### config.mk
export PLATFORM = sky130hd
export DESIGN_NAME = pali_wp_ram
export DESIGN_NICKNAME = d
export VERILOG_FILES = /design/src/rtl/polyline_arc_length_interpolator_core_macros.svh /design/src/rtl/pali_pkg.sv /design/src/rtl/pali_wp_ram.sv
export SDC_FILE = /design/constraint.sdc
export NUM_CORES = 1
export LEC_CHECK = 0
export BUFFER_PORTS_ARGS = -buffer_cell sky130_fd_sc_hd__buf_2
export CAP_MARGIN = 0
export CORE_ASPECT_RATIO = 1.75
export CORE_UTILIZATION = 50
export CTS_CLUSTER_SIZE = 20
export DETAILED_ROUTE_END_ITERATION = 8
export PLACE_DENSITY_LB_ADDON = 0.08
export SETUP_SLACK_MARGIN = 0.4
export SYNTH_ARGS = -nofsm -noshare
export SYNTH_HDL_FRONTEND = slang
export SYNTH_SLANG_ARGS = --single-unit
export TNS_END_PERCENT = 10
### constraint.sdc
create_clock -name clk -period 4.6 [get_ports clk]
set_clock_uncertainty 0.15 [all_clocks]
set_input_delay 0.23 -clock clk [delete_from_list [all_inputs] [get_ports clk]]
set_output_delay 0.23 -clock clk [all_outputs]
set_load 0.05 [all_outputs]
### src/rtl/polyline_arc_length_interpolator_core_macros.svh
// Assertion macros for the polyline arc-length interpolator.
// Expect clk and arst_n in the scope of each use.
`ifndef POLYLINE_ARC_LENGTH_INTERPOLATOR_CORE_MACROS_SVH
`define POLYLINE_ARC_LENGTH_INTERPOLATOR_CORE_MACROS_SVH

`define PALI_HOLDS(lbl, cond, msg) \
	lbl: assert property (@(posedge clk) disable iff (!arst_n) (cond)) else $error(msg);

`define PALI_IMPLIES(lbl, ante, cons, msg) \
	lbl: assert property (@(posedge clk) disable iff (!arst_n) (ante) |-> (cons)) else $error(msg);

`endif

### src/rtl/pali_pkg.sv
// Package for the polyline arc-length interpolator: payload types, table sizes,
// shared-unit request and response types. No dependencies.
`default_nettype none
package pali_pkg;

	localparam int MAX_WP = 32;
	localparam int AW = $clog2(MAX_WP);
	localparam int CW = $clog2(MAX_WP + 1);
	localparam logic [21:0] LEN_MAX = 22'h3FFFFF;

	localparam logic [1:0] KIND_CLEAR = 2'd0;
	localparam logic [1:0] KIND_APPEND = 2'd1;
	localparam logic [1:0] KIND_QUERY = 2'd2;

	typedef struct packed {
		logic [1:0]  kind;
		logic [7:0]  tile_x;
		logic [7:0]  tile_y;
		logic [16:0] progress;
	} in_t;

	typedef struct packed {
		logic [15:0] pos_x;
		logic [15:0] pos_y;
		logic [21:0] path_length;
	} out_t;

	typedef struct packed {
		logic [7:0] x;
		logic [7:0] y;
	} wp_t;

	typedef enum logic {
		MODE_SQRT = 1'b0,
		MODE_DIV  = 1'b1
	} unit_mode_t;

	typedef struct packed {
		logic        start;
		unit_mode_t  mode;
		logic [33:0] opa;
		logic [16:0] divisor;
	} unit_req_t;

	typedef struct packed {
		logic        done;
		logic        busy;
		logic [17:0] result;
	} unit_rsp_t;

	function automatic logic [15:0] coord(input logic [7:0] t);
		return {t, 8'h80};
	endfunction

endpackage
`default_nettype wire

### src/rtl/pali_wp_ram.sv
// Waypoint table: one write port, one registered read port.
// Depends on pali_pkg.
`default_nettype none
module pali_wp_ram (
	input  wire logic                   clk,
	input  wire logic                   we,
	input  wire logic [pali_pkg::AW-1:0] waddr,
	input  wire pali_pkg::wp_t          wdata,
	input  wire logic [pali_pkg::AW-1:0] raddr,
	output pali_pkg::wp_t               rdata
);
	import pali_pkg::*;

	wp_t mem [MAX_WP];

	always_ff @(posedge clk) begin
		if (we) begin
			mem[waddr] <= wdata;
		end
		rdata <= mem[raddr];
	end

endmodule
`default_nettype wire

==> metrics.txt <==
DRC Markers=0; post-synth top area share=74.87%; die width=155.2 um; total global-route track usage=22.45%; fmax=441.2 MHz; Post-Syn Instances=1143; root buffer cell=clkbuf_16; Cell Area, Synth=20540 um2; pwr/cell area=422.3 nW/um2; CTS tree=built; Die Y=270.1 um; ant diodes=0; die area=41920 um2; Port Buffer Count=43; H-tree depth=2; critical path startpoint category=input port; worst hold path class=in2reg; max_cap viols=0; predominant post-synthesis flop cell=edfxtp_1; 1st-pass router iterations=6; Worst-Margin Slew=1.167 ns; Via density=5.802; Setup Viol. Count Final=0; routed wire length=45.93 mm; final period demand of the worst path=2.266 ns; worst setup path class=in2reg; num rows=97; Final GP Congestion=0.7907; clk sinks=528; Synth area leader=edfxtp_1; initial antenna violation count=0; first-pass GRT wire length=67.76 mm; CP max FO=27; WL/cell=25.60 um; drt first-iter violations=696; flop2flop setup slack=2.91 ns; Avg Synthesized Cell Area=17.97 um2; number of flops mapped to enable cells by yosys=512; # hold bufs at CTS=0; fin cells=1794; P_leak=7.922 nW; CP Data Required Time=4.82 ns; final hold violation count=0; CP endpoint kind=register; largest net degree at the start of global routing=81; Final period util=49.27%; clk buf depth=3; Area Overhead vs Synth=10.70%; Rel. slew slack=22.11%; most common cell in the netlist=edfxtp_1; net count of the mapped netlist=1171; status=completed; routed via count=10410; Cells after DPL=1709; grt total ovfl=0; Synth async-reset ratio=0%; hpwl dp=27.64 mm; setup TNS=0 ns; nets@finish=1241; core box area=40290 um2; most frequent cells after synthesis=512 x edfxtp_1, 256 x mux2i_1, 64 x a22oi_1, 34 x nand3_1; Worst-Skew Late Latency=0.56 ns; Synth Register Bits=528; unrepaired setup endpoints after global routing=false; post-cts gate resize count=0; Initial Util=50.97%; VDD IR max=363.7 uV; Total Power=9.599 mW; I/O Pins=44; Warnings, synthesis=0; WHS=0.03941 ns; vias in the first global route=10630; Distinct cells, synth=26; register area share after synthesis=76.43%; Worst-path clk slew=0.06 ns; postcts setup bufs=0; Routed Antenna Nets=0; worst path arrival time=2.49 ns; ratio of cells with drive above 1 in the final layout=13.36%; cts bufs inserted=46; synth top area cells=edfxtp_1 75%, mux2i_1 12%, a22oi_1 2.3%; Slew Viols, Final=0
area by class of cell:
type | instances | area, um2
Tap cell | 544 | 680.7
Multi-Input combinational cell | 548 | 4342
Sequential cell | 528 | 15700
Clock inverter | 12 | 53.80
Fill cell | 3208 | 17560
Timing Repair Buffer | 89 | 595.6
Clock buffer | 73 | 1366
path summary, 6_finish.rpt:
kind	endpoint	from	cells past startpoint
worst max-delay path	rdata[15]	raddr[1]	6
worst min-delay path	mem[6][14]	wdata[14]	1
worst max register to register	rdata[8]	mem[7][8]	5
worst min register to register	rdata[14]	mem[10][14]	4
cells in the final DEF, fill, tap and decap left out, drive strengths merged, types with 12 or more instances in the layout:
cell type	n
buf	89
edfxtp	512
a31oi	16
a22oi	64
nand4	16
nor3	16
dfxtp	16
mux2i	256
clkinv	12
nand2	33
clkbuf	73
nand3	34
nor2	34
a22o	32
a21oi	32
metal layers:
metal,global-route usage (%),part of all wire [%]
met1,27.75,40
met4,6.760,2.3
met5,0,0
met3,2.936,4.5
met2,40.66,54
kinds of logic (layout without fill, tap and decap cells):
kind of cell / after synthesis / count (layout) / synth area share (%)
simple gates: 148 / 148 / 3.491
flops: 528 / 528 / 76.43
buf+inv: 67 / 174 / 2.632
compound gates: 144 / 144 / 4.972
mux: 256 / 256 / 12.48
power by group:
part           internal [mW]  total [mW]  switching (mW)
registers               5.35        5.37          0.0230
clock network           2.04        3.67            1.63
logic                  0.164       0.560           0.396
total                   7.55        9.60            2.05
sequential cells by signal (all words and copies together), names as in the netlist:
register	count
rdata	16
mem	512
through the flow:
stage	utilization [%]	worst slack, ns	instance area (um2)
floorplan	-	2.480	20540
global placement	52.89	1.830	21310
detailed placement	52.89	1.764	21310
CTS	56.42	2.353	22730
global route	56.42	2.246	22730
finish	56.42	2.334	22730
critical path: stages:
cell and delay, ns:
buf_2 0.16, nor2b_4 0.86, buf_4 0.50, a22oi_1 0.17
a31oi_1 0.32, nand3_1 0.24
(Power assumes the default switching activity.)
