### config.mk
export PLATFORM = sky130hd
export DESIGN_NAME = pali_shift_unit
export DESIGN_NICKNAME = d
export VERILOG_FILES = /design/src/rtl/pali_pkg.sv /design/src/rtl/pali_shift_unit.sv
export VERILOG_INCLUDE_DIRS = /design/src /design/src/rtl
export SDC_FILE = /design/constraint.sdc
export NUM_CORES = 1
export LEC_CHECK = 0
export ABC_AREA = 1
export BUFFER_PORTS_ARGS = -buffer_cell sky130_fd_sc_hd__buf_2
export CAP_MARGIN = 5
export CORE_MARGIN = 3
export CORE_UTILIZATION = 40
export DETAILED_ROUTE_END_ITERATION = 8
export SYNTH_ARGS = -nofsm -noshare
export SYNTH_HDL_FRONTEND = slang
export SYNTH_SLANG_ARGS = --single-unit
### constraint.sdc
create_clock -name clk -period 7.1 [get_ports clk]
set_input_delay 1.065 -clock clk [delete_from_list [all_inputs] [get_ports clk]]
set_output_delay 1.065 -clock clk [all_outputs]
set_load 0.05 [all_outputs]
### src/rtl/polyline_arc_length_interpolator_core_macros.svh
// Assertion macros for the polyline arc-length interpolator.
// Expect clk and arst_n in the scope of each use.
`ifndef POLYLINE_ARC_LENGTH_INTERPOLATOR_CORE_MACROS_SVH
`define POLYLINE_ARC_LENGTH_INTERPOLATOR_CORE_MACROS_SVH

`define PALI_HOLDS(lbl, cond, msg) \
	lbl: assert property (@(posedge clk) disable iff (!arst_n) (cond)) else $error(msg);

`define PALI_IMPLIES(lbl, ante, cons, msg) \
	lbl: assert property (@(posedge clk) disable iff (!arst_n) (ante) |-> (cons)) else $error(msg);

`endif

### src/rtl/pali_pkg.sv
// Package for the polyline arc-length interpolator: payload types, table sizes,
// shared-unit request and response types. No dependencies.
`default_nettype none
package pali_pkg;

	localparam int MAX_WP = 32;
	localparam int AW = $clog2(MAX_WP);
	localparam int CW = $clog2(MAX_WP + 1);
	localparam logic [21:0] LEN_MAX = 22'h3FFFFF;

	localparam logic [1:0] KIND_CLEAR = 2'd0;
	localparam logic [1:0] KIND_APPEND = 2'd1;
	localparam logic [1:0] KIND_QUERY = 2'd2;

	typedef struct packed {
		logic [1:0]  kind;
		logic [7:0]  tile_x;
		logic [7:0]  tile_y;
		logic [16:0] progress;
	} in_t;

	typedef struct packed {
		logic [15:0] pos_x;
		logic [15:0] pos_y;
		logic [21:0] path_length;
	} out_t;

	typedef struct packed {
		logic [7:0] x;
		logic [7:0] y;
	} wp_t;

	typedef enum logic {
		MODE_SQRT = 1'b0,
		MODE_DIV  = 1'b1
	} unit_mode_t;

	typedef struct packed {
		logic        start;
		unit_mode_t  mode;
		logic [33:0] opa;
		logic [16:0] divisor;
	} unit_req_t;

	typedef struct packed {
		logic        done;
		logic        busy;
		logic [17:0] result;
	} unit_rsp_t;

	function automatic logic [15:0] coord(input logic [7:0] t);
		return {t, 8'h80};
	endfunction

endpackage
`default_nettype wire

### src/rtl/pali_shift_unit.sv
// Shared shift-and-subtract unit: bitwise square root and restoring division.
// Depends on pali_pkg and the assertion macro header.
`default_nettype none
`include "polyline_arc_length_interpolator_core_macros.svh"
module pali_shift_unit (
	input  wire logic          clk,
	input  wire logic          arst_n,
	input  wire pali_pkg::unit_req_t req,
	output pali_pkg::unit_rsp_t rsp
);
	import pali_pkg::*;

	logic        busy_q, done_q;
	unit_mode_t  mode_q;
	logic [5:0]  cnt_q;
	logic [34:0] a_q, b_q, c_q;
	logic [16:0] d_q;
	logic [17:0] r2;
	logic [34:0] lhs, sub, diff;
	logic        ge;

	always_comb begin
		r2 = {b_q[16:0], a_q[33]};
		if (mode_q == MODE_DIV) begin
			lhs = {17'b0, r2};
			sub = {18'b0, d_q};
		end else begin
			lhs = a_q;
			sub = b_q + c_q;
		end
		ge = lhs >= sub;
		diff = lhs - sub;
	end

	always_ff @(posedge clk or negedge arst_n) begin
		if (!arst_n) begin
			busy_q <= 1'b0;
			done_q <= 1'b0;
			cnt_q <= '0;
		end else begin
			done_q <= busy_q && !req.start && (cnt_q == 6'd0);
			if (req.start) begin
				busy_q <= 1'b1;
				cnt_q <= (req.mode == MODE_DIV) ? 6'd33 : 6'd16;
			end else if (busy_q) begin
				cnt_q <= cnt_q - 6'd1;
				if (cnt_q == 6'd0) begin
					busy_q <= 1'b0;
				end
			end
		end
	end

	always_ff @(posedge clk) begin
		if (req.start) begin
			mode_q <= req.mode;
			a_q <= {1'b0, req.opa};
			b_q <= '0;
			c_q <= (req.mode == MODE_DIV) ? 35'd0 : 35'h1_0000_0000;
			d_q <= req.divisor;
		end else if (busy_q) begin
			if (mode_q == MODE_DIV) begin
				a_q <= {a_q[33:0], 1'b0};
				b_q <= ge ? diff : {17'b0, r2};
				c_q <= {c_q[33:0], ge};
			end else begin
				if (ge) begin
					a_q <= diff;
					b_q <= (b_q >> 1) + c_q;
				end else begin
					b_q <= b_q >> 1;
				end
				c_q <= c_q >> 2;
			end
		end
	end

	assign rsp.done = done_q;
	assign rsp.busy = busy_q;
	assign rsp.result = (mode_q == MODE_DIV) ? c_q[17:0] : b_q[17:0];

	`PALI_IMPLIES(a_no_restart, req.start, !busy_q, "unit started while busy")
	`PALI_IMPLIES(a_done_idle, done_q, !busy_q, "unit done while still busy")
	`PALI_IMPLIES(a_div_nonzero, req.start && (req.mode == MODE_DIV), req.divisor != 17'd0,
		"division by zero")

endmodule
`default_nettype wire

==> summary.txt <==
Run status
  • Outcome: finished clean

Global route
  • Overall routing resource usage: 28.3%
  • Number of global-route vias before repair: 14.4k
  • Global-route wire length before repair: 80.3 mm
  • Pin count of the biggest net entering global routing: 96
  • Remaining global-route overflow: 0
  • Initial antenna violation count: 0

Clocking
  • Worst-Skew Late Latency: 0.44 ns
  • Total CTS buffers: 17
  • Htree depth: 4
  • Hold Buf Count CTS: 0
  • CTS tree: done
  • Num Clock Sinks: 131
  • Root buf cell: clkbuf_16
  • Postcts setup bufs: 0
  • CTS clock-pin slew for the worst setup and hold paths: 0.06 ns
  • PostCTS Resize Cnt: 0
  • Clk buf depth: 2

Synth
  • Syn Area/Cell: 6.22 µm²
  • Syn nets: 2394
  • Ys async rst share: 6.11%
  • Synth Register Bits: 131
  • Ys flop type: edfxtp_1
  • Number of flops mapped to enable cells by yosys: 87
  • Post-synth cell types: 49
  • Warnings from Yosys: 0
  • Synthesized area: 13900 µm²
  • Sequential share of the synthesized area: 25.5%
  • Syn Inst Count: 2231

Pwr
  • Worst vdd ir: 207 µV
  • Switching Fraction: 55.7%
  • Power Internal: 2.98 mW
  • Seq pwr share: 20.2%
  • Comb pwr share: 65.3%
  • Power Density: 442 nW/µm²
  • Net switching power: 3.75 mW
  • Leakage power: 7.64 nW
  • Clk pwr share: 14.5%

Layout
  • Area delta synth->final: 9.93%
  • FILL cells: 3698
  • Layout net count: 2439
  • Layout cells sized above 1: 7.51%
  • Diodes inserted: 0

STA
  • WHS: 0.458 ns
  • RSZ-0062 raised after global routing: false
  • Final period util: 73.7%
  • Fmax: 0.191 GHz
  • Final setup vio count: 0
  • Clk_skew: 0.0106 ns
  • Slew HR: 28.2%
  • Max-slew violations: 0
  • Setup_tns: 0 ns
  • Fin. Hold Viols: 0
  • Fin crit period: 5.23 ns
  • Slew @ Worst Pin: 1.07 ns

Drt
  • 1st-pass router iterations: 6
  • Detailed-route DRC error count: 0
  • Vias per cell: 5.52
  • Vias: 15.1k
  • Antenna-violating nets left: 0
  • Routed WL: 52.1 mm
  • Wirelength per Cell: 19.0 µm
  • Iter 0 DRT Violations: 1470

Worst setup path
  • CP max stage delay: 0.43 ns
  • Most frequent CP cell: nand2_1
  • Critical-path maximum fanout: 43
  • Buf+Inv Stages, Crit Path: 4
  • Crit Path Category: reg2reg
  • Crit path DAT: 5.62 ns
  • Startpoint types: flip-flop
  • Critical path's top delay family: simple AND/OR/NAND/NOR gates
  • Crit. End Element: flip-flop
  • Slowest cell on crit path: fa_1
  • Data required, critical path: 7.48 ns

Flow run
  • Maxcap violations: 0

Floorplan
  • Initial core utilization: 40.9%
  • Die span in x: 192 µm
  • Core Rows: 67
  • Die Area: 36900 µm²
  • Core area: 33900 µm²
  • I/O pin count: 75
  • Die Ht: 192 µm

Placed design
  • I/O Buffers: 74
  • Placer Congestion: 0.958
  • Final HPWL DP: 41.8 mm

Min path
  • Hold crit path type: in2async
[registers in the layout, summed over array words and instances, names as in the netlist]
register  flops
c_q          35
mode_q        1
a_q          35
done_q        1
b_q          35
busy_q        1
cnt_q         6
d_q          17
[final timing paths]
| kind | from | end | slack [ns] | depth (start not counted) |
|---|---|---|---|---|
| setup / recovery | b_q[0]$_SDFFE_PP0P_ | b_q[0]$_SDFFE_PP0P_ | 1.87 | 28 |
| hold / removal | arst_n | cnt_q[1]$_DFFE_PN0P_ | 0.46 | 1 |
| setup reg to reg | b_q[0]$_SDFFE_PP0P_ | b_q[0]$_SDFFE_PP0P_ | 1.87 | 28 |
| hold reg to reg | b_q[29]$_SDFFE_PP0P_ | b_q[29]$_SDFFE_PP0P_ | 0.50 | 2 |
| max in group asynchronous | arst_n | cnt_q[2]$_DFFE_PN0P_ | 6.47 | 1 |
| min in group clk | b_q[29]$_SDFFE_PP0P_ | b_q[29]$_SDFFE_PP0P_ | 0.50 | 2 |
[through the flow]
step / total power, mW / instance area (µm²) / instances / worst slack, ns / utilization (%)
5_1_grt: 7.24 / 15200 / 2737 / 1.44 / 45.0
3_3_place_gp: 5.66 / 14600 / 2705 / 1.99 / 43.2
6_report: 6.74 / 15200 / 2737 / 1.87 / 45.0
3_5_place_dp: 5.65 / 14600 / 2705 / 1.99 / 43.2
2_1_floorplan: 4.32 / 13900 / 2231 / 2.64 / -
4_1_cts: 6.64 / 15200 / 2737 / 1.95 / 45.0
[cell type report]
cell class | count | area [µm²] | share of cell area, %
multi-input cells | 1739 | 8930 | 58.6
flip-flops and latches | 131 | 3530 | 23.2
inverters | 300 | 1130 | 7.40
well taps | 448 | 561 | 3.68
repair buffers | 87 | 468 | 3.07
clock buffers | 18 | 439 | 2.88
clock inverters | 14 | 184 | 1.21
[synth_stat cells, drive strengths merged, types with 20 or more instances]
library cell / n / area share, %
a21oi: 138 / 5.2
dfxtp: 36 / 5.2
clkbuf: 33 / 0.89
ha: 105 / 9.5
nand2: 750 / 21
nand4: 20 / 0.90
nor2: 197 / 5.4
inv: 299 / 8.1
o21ai: 123 / 4.4
xor2: 36 / 2.3
nand3: 217 / 8.0
o211ai: 33 / 1.8
nor3: 25 / 0.97
edfxtp: 87 / 19
buf: 28 / 1.1
[cells in the final DEF (no fill, tap or decap), types with 8 or more instances in the layout]
master       n
o21ai_1     13
nor3_1      23
ha_1       105
clkbuf_16   17
nor2_1     192
o211ai_1    33
nand2_2     16
o21ai_0    110
edfxtp_1    87
dfrtp_1      8
a21oi_1    135
buf_2       74
or2_2       14
nand4_1     20
o22ai_1     18
nand3_1    211
buf_4       13
nand3b_1     8
o21bai_1    14
nand2_1    733
xor2_1      36
inv_1      292
dfxtp_1     36
[per-layer routing]
metal	share of wire (%)	track usage, %	vias up
li1	-	-	7419
met1	46	40.7	6995
met2	44	44.8	626
met3	7.3	3.07	58
met4	2.6	8.60	0
met5	0	0	-
[power groups by stage]
stage | logic, mW | registers, mW | clock network [mW]
finish | 4.40 | 1.36 | 0.977
CTS | 4.31 | 1.35 | 0.983
detailed placement | 4.28 | 1.37 | 0
global route | 4.85 | 1.38 | 1.01
floorplan | 3.07 | 1.25 | 0
global placement | 4.30 | 1.36 | 0
[cells by family (layout without fill, tap and decap cells)]
logic type,count (synthesis),in the layout,share of synthesized area (%)
AO/OA/AOI/OAI,350,350,14.3
XOR/XNOR,42,42,2.65
adder cells (fa/ha/maj),108,108,9.91
buffers and inverters,361,419,10.2
flip-flops,131,131,25.5
multiplexers,1,1,0.0722
AND/OR/NAND/NOR,1238,1238,37.4
Power figures use the tool's default switching activity.
